## src/rtl/core/bpa_pkg.sv

```systemverilog
`timescale 1ns / 1ps
`default_nettype none
// ----------------------------------------------------------------------------
// bpa_pkg: shared types and constants for the bitmap page allocator
// Request and response field widths, opcodes, status codes, sequencer states.
// ----------------------------------------------------------------------------
package bpa_pkg;

  localparam int unsigned PAGE_W         = 20;
  localparam int unsigned OP_W           = 2;
  localparam int unsigned PAGE_COUNT_DEF = 1048576;
  localparam int unsigned WORD_BITS_DEF  = 32;

  localparam logic [PAGE_W-1:0] FIRST_PAGE_RESET = 20'h04000;

  localparam logic STATUS_DONE    = 1'b0;
  localparam logic STATUS_NO_PAGE = 1'b1;

  typedef enum logic [OP_W-1:0] {
    OP_ALLOCATE = 2'd0,
    OP_RELEASE  = 2'd1,
    OP_RESERVE  = 2'd2
  } op_e;

  typedef enum logic [2:0] {
    ST_CLEAR,
    ST_IDLE,
    ST_DIV,
    ST_MOD_RD,
    ST_MOD_WR,
    ST_SCAN,
    ST_FINISH
  } state_e;

endpackage
`default_nettype wire

```

## src/rtl/core/bpa_divider.sv

```systemverilog
`timescale 1ns / 1ps
`default_nettype none
// ----------------------------------------------------------------------------
// bpa_divider: page-number splitter
// Word index and bit offset by shift and mask, registered.
// WORD_BITS must be a power of two, which the block itself does not enforce.
// ----------------------------------------------------------------------------
module bpa_divider
  import bpa_pkg::*;
#(
  parameter int unsigned WORD_BITS = WORD_BITS_DEF,
  localparam int unsigned BIT_W    = $clog2(WORD_BITS)
) (
  input  wire logic              clk_i,
  input  wire logic              rst_ni,
  input  wire logic              start_i,
  input  wire logic [PAGE_W-1:0] dividend_i,
  output logic                   done_o,
  output logic      [PAGE_W-1:0] quotient_o,
  output logic      [BIT_W-1:0]  remainder_o
);

  logic              done_q;
  logic [PAGE_W-1:0] quo_q;
  logic [BIT_W-1:0]  rem_q;

  always_ff @(posedge clk_i or negedge rst_ni) begin
    if (!rst_ni) begin
      done_q <= 1'b0;
    end else begin
      done_q <= start_i;
    end
  end

  always_ff @(posedge clk_i) begin
    if (start_i) begin
      quo_q <= dividend_i >> BIT_W;
      rem_q <= dividend_i[BIT_W-1:0];
    end
  end

  assign done_o      = done_q;
  assign quotient_o  = quo_q;
  assign remainder_o = rem_q;

endmodule
`default_nettype wire

```

## config.mk

```make
export PLATFORM = sky130hd
export DESIGN_NAME = bpa_divider
export DESIGN_NICKNAME = d
export VERILOG_FILES = /design/src/rtl/core/bpa_pkg.sv /design/src/rtl/core/bpa_divider.sv
export SDC_FILE = /design/constraint.sdc
export NUM_CORES = 1
export LEC_CHECK = 0
export ABC_AREA = 1
export BUFFER_PORTS_ARGS = -buffer_cell sky130_fd_sc_hd__buf_2
export CAP_MARGIN = 0
export CELL_PAD_IN_SITES_DETAIL_PLACEMENT = 1
export CELL_PAD_IN_SITES_GLOBAL_PLACEMENT = 1
export CORE_AREA = 2 2 52 50
export DETAILED_ROUTE_END_ITERATION = 8
export DIE_AREA = 0 0 54 52
export PLACE_DENSITY = 0.74
export SLEW_MARGIN = 20
export SYNTH_ARGS = -nofsm -noshare
export SYNTH_HDL_FRONTEND = slang
export SYNTH_SLANG_ARGS = --single-unit
```

## constraint.sdc

```tcl
create_clock -name clk_i -period 0.8 [get_ports clk_i]
set_input_delay 0.08 -clock clk_i [delete_from_list [all_inputs] [get_ports clk_i]]
set_output_delay 0.08 -clock clk_i [all_outputs]
set_load 0.05 [all_outputs]
```

# ---- Word-level counts from Yosys, hierarchy flattened
# Cells that the tools add are included.
dict set report totals {
  register_bits 21
  latch_bits 0
  ramBits 0
  mem_bits_ro 0
  in_bits 23
  output_inout_bits 26
  memories 0
}
dict set report classes {
  n_addsub 0
  mul 0
  n_div 0
  n_lt_le_gt_ge 0
  eq_ne 0
  shift 0
  mux 0
  bitwise_logic 0
  reduce_logical 0
}

# ---- Logic depth before layout (Yosys ltp)
dict set report logic_depth {
  ltp_word 0
  depth_mapped 1
}

# ---- Least setup slack after synthesis
# No wires, ideal clock.
dict set report synth_path {
  kind {register -> output}
  startpoint {reg quo_q[0], in the netlist quotient_o[0]}
  endpoint {out quotient_o[0]}
  arrival_time_ns 0.601
  required_time_ns 0.720
  setup_slack_ns 0.119
  path_stages_with_launch 1
  path_buffers 0
  path_cell_list {edfxtp_1}
}
# element line_no
set synth_lines {}
lappend synth_lines {{start, declared} bpa_divider.sv:24} ;# logic [PAGE_W-1:0] quo_q;
lappend synth_lines {{start signal, assigned} bpa_divider.sv:37} ;# quo_q <= dividend_i >> BIT_W;
lappend synth_lines {{end, declared} bpa_divider.sv:19} ;# output logic [PAGE_W-1:0] quotient_o,
# No word-level cell between the ends.

# ---- Worst setup path after layout
dict set report layout_path {
  startpoint {reg quo_q[8], in the netlist quotient_o[8]}
  endpoint {out quotient_o[8]}
}
# No word-level cell between the ends.

==> summary.md <==
| Metric | Value |
|---|---|
| Area growth from synthesis to layout | `92.5%` |
| Row Count | `17` |
| Design area | `between 1000 and 1500 sq um` |
| Initial DRC count | `12` |
| Compound-cell area share of the yosys netlist | `0` |
| WP data arrival | `about 0.92 ns` |
| Die footprint | `between 2000 and 3000 sq um` |
| Max_cap viols | `0` |
| Synthesized flop and latch total | `21` |
| Initial antenna violation count | `0` |
| Part of the cycle the worst path needs | `1.25` |
| Clk slew on worst S/H paths | `0.11 ns` |
| Root buf cell | `clkbuf_4` |
| Crit-path slowest cell | `edfxtp_1` |
| GP Congestion | `0.557` |
| Mean Syn Cell Area | `~25 sq um` |
| First-pass GRT wire length | `2750 um` |
| Critical Path End Type | `output pin` |
| Largest family of logic cells by synthesized area | `buffers and inverters` |
| Post-CTS Setup Bufs | `0` |
| Placed cell area | `915 sq um` |
| Post-synthesis cell type count | `4` |
| Synth warnings | `0` |
| Worst setup margin | `-0.197 ns` |
| CTS tree | `done` |
| Initial cell density of the core | `0.290` |
| Pin count of the biggest net entering global routing | `22` |
| Sequential area share after synthesis | `0.938` |
| Number of remaining DRC errors | `0` |
| WP data required | `0.72 ns` |
| Hold Fails Final Rpt | `0` |
| Max Buffers Root-to-Sink | `2` |
| Pwr dens | `just under 2000 nW/um^2` |
| Critical Path Max Stage Delay | `roughly 0.44 ns` |
| Fin nets | `119` |
| RSZ-0062 raised after global routing | `yes` |
| CP cell instances | `buf_6` |
| Post-layout util | `0.559` |
| Layout cell share with drive strength beyond 1 | `0.505` |
| ANT nets after route | `0` |
| Outcome | `finished with violations` |
| Xor-xnor portion of the synthesized cell area | `0` |
| Period minus WS final | `0.997 ns` |
| Total gr overflow | `0` |
| Synthesized area | `667 sq um` |
| Multiplexer area fraction after synthesis | `0` |
| H-Tree Depth | `1` |
| IO Pins | `49` |
| Setup Viol. Count Final | `21` |
| Peak supply drop | `1070 uV` |
| Average wire per standard cell | `15.9 um` |
| Fin. max-slew vios | `0` |
| Post-Synth Adder-Cell Area | `0` |
| DR pass1 iterations | `4` |
| CP Buf/Inv Count | `1` |
| Crit start category | `flop` |
| Core Box Area | `2300 sq um` |
| Static leakage | `0.552 nW` |
| Simple-gate share of the synthesized area | `0` |
| Fill cell count | `~220` |
| Worst-path fanout max | `1` |
| # port buffers | `43` |
| Total CTS buffers | `3` |
| CP top delay family | `flip-flops` |
| Number of clock sinks | `21` |
| Routed WL | `between 1500 and 2000 um` |
| Die H | `52 um` |
| Levels on crit path | `1` |
| Die W | `54 um` |
| Total Routing Usage GR | `0.153` |
| Vias | `514` |
| Worst hold path type | `input port to asynchronous set/reset pin` |
| Worst setup path category | `flop to output pin` |
| Fmax | `between 1 and 1.5 GHz` |
| Vias in the first global route | `between 500 and 600` |
| Cell count after synthesis | `27` |
| N_diodes | `0` |
| DR vias/cell | `4.18` |
| Violated checks | `setup timing` |
[where the power goes]
part | switching (mW) | leakage, nW | internal (mW)
clock | 0.313 | 0.0177 | 0.186
combinational | 0.433 | 0.327 | 0.266
sequential | 0.0451 | 0.207 | 1.30
total | 0.791 | 0.552 | 1.75
[flip-flops by register name, summed over array words and instances, names as in the netlist]
register / count
done_o: 1
remainder_o: 5
quotient_o: 15
[cells in the final DEF (no fill, tap or decap)]
master / instances
clkbuf_4: 3
buf_6: 21
dlygate4sd3_1: 21
clkinv_2: 1
buf_2: 22
buf_12: 1
dfrtp_1: 1
edfxtp_1: 20
conb_1: 5
[kinds of logic (layout without fill, tap and decap cells)]
logic type             after synthesis  count (layout)
DFF                                 21              21
buffers and inverters                5              69
other                                1               5
[cell usage after synthesis (all sizes together)]
cell,count,area [sq um]
buf,5,37.5
dfrtp,1,25.0
edfxtp,20,601
conb,1,3.75
[how the worst max path moves through the flow]
stage	startpoint	end	slack, ns
after floorplan	quotient_o[0]	quotient_o[0]	0.12
after global placement	start_i	remainder_o[1]	0.15
after detailed placement	quotient_o[12]	quotient_o[12]	0.13
after CTS	quotient_o[1]	quotient_o[1]	-0.18
after global routing	quotient_o[8]	quotient_o[8]	-0.24
final	quotient_o[8]	quotient_o[8]	-0.20
[metrics by stage]
stage | setup TNS, ns | std cells | power [mW] | hold WS [ns] | setup WS (ns)
final | -3.34 | 123 | 2.54 | 0.0661 | -0.197
after global routing | -4.21 | 123 | 2.64 | 0.0773 | -0.243
after CTS | -3.29 | 123 | 2.54 | 0.0580 | -0.180
after detailed placement | 0 | 98 | 1.86 | -0.142 | 0.134
after global placement | 0 | 98 | 1.84 | -0.146 | 0.152
after floorplan | 0 | 31 | 1.72 | -0.216 | 0.119
[layout make-up]
| type | count | area [sq um] | share of cell area |
|---|---|---|---|
| Clock buffer | 3 | 22.5 | 0.0175 |
| Timing Repair Buffer | 65 | 577 | 0.449 |
| Clock inverter | 1 | 5.00 | 0.00390 |
| Sequential cell | 21 | 626 | 0.487 |
| Tap cell | 28 | 35.0 | 0.0273 |
| Multi-Input combinational cell | 5 | 18.8 | 0.0146 |
[repair_timing]
item / CTS / global route
hold buffers: 21 / 0
hold endpoints to repair: 21 / 0
setup endpoints to repair: 21 / 21
resized for setup: 42 / 0
[layer usage]
layer  up-vias  track usage  routed length, um
met4         0        0.104                 63
met1       236        0.151                704
met3         6       0.0546                214
met5         -            0                  0
met2        44        0.262                973
li1        228            -                  -
(Power assumes the default switching activity.)
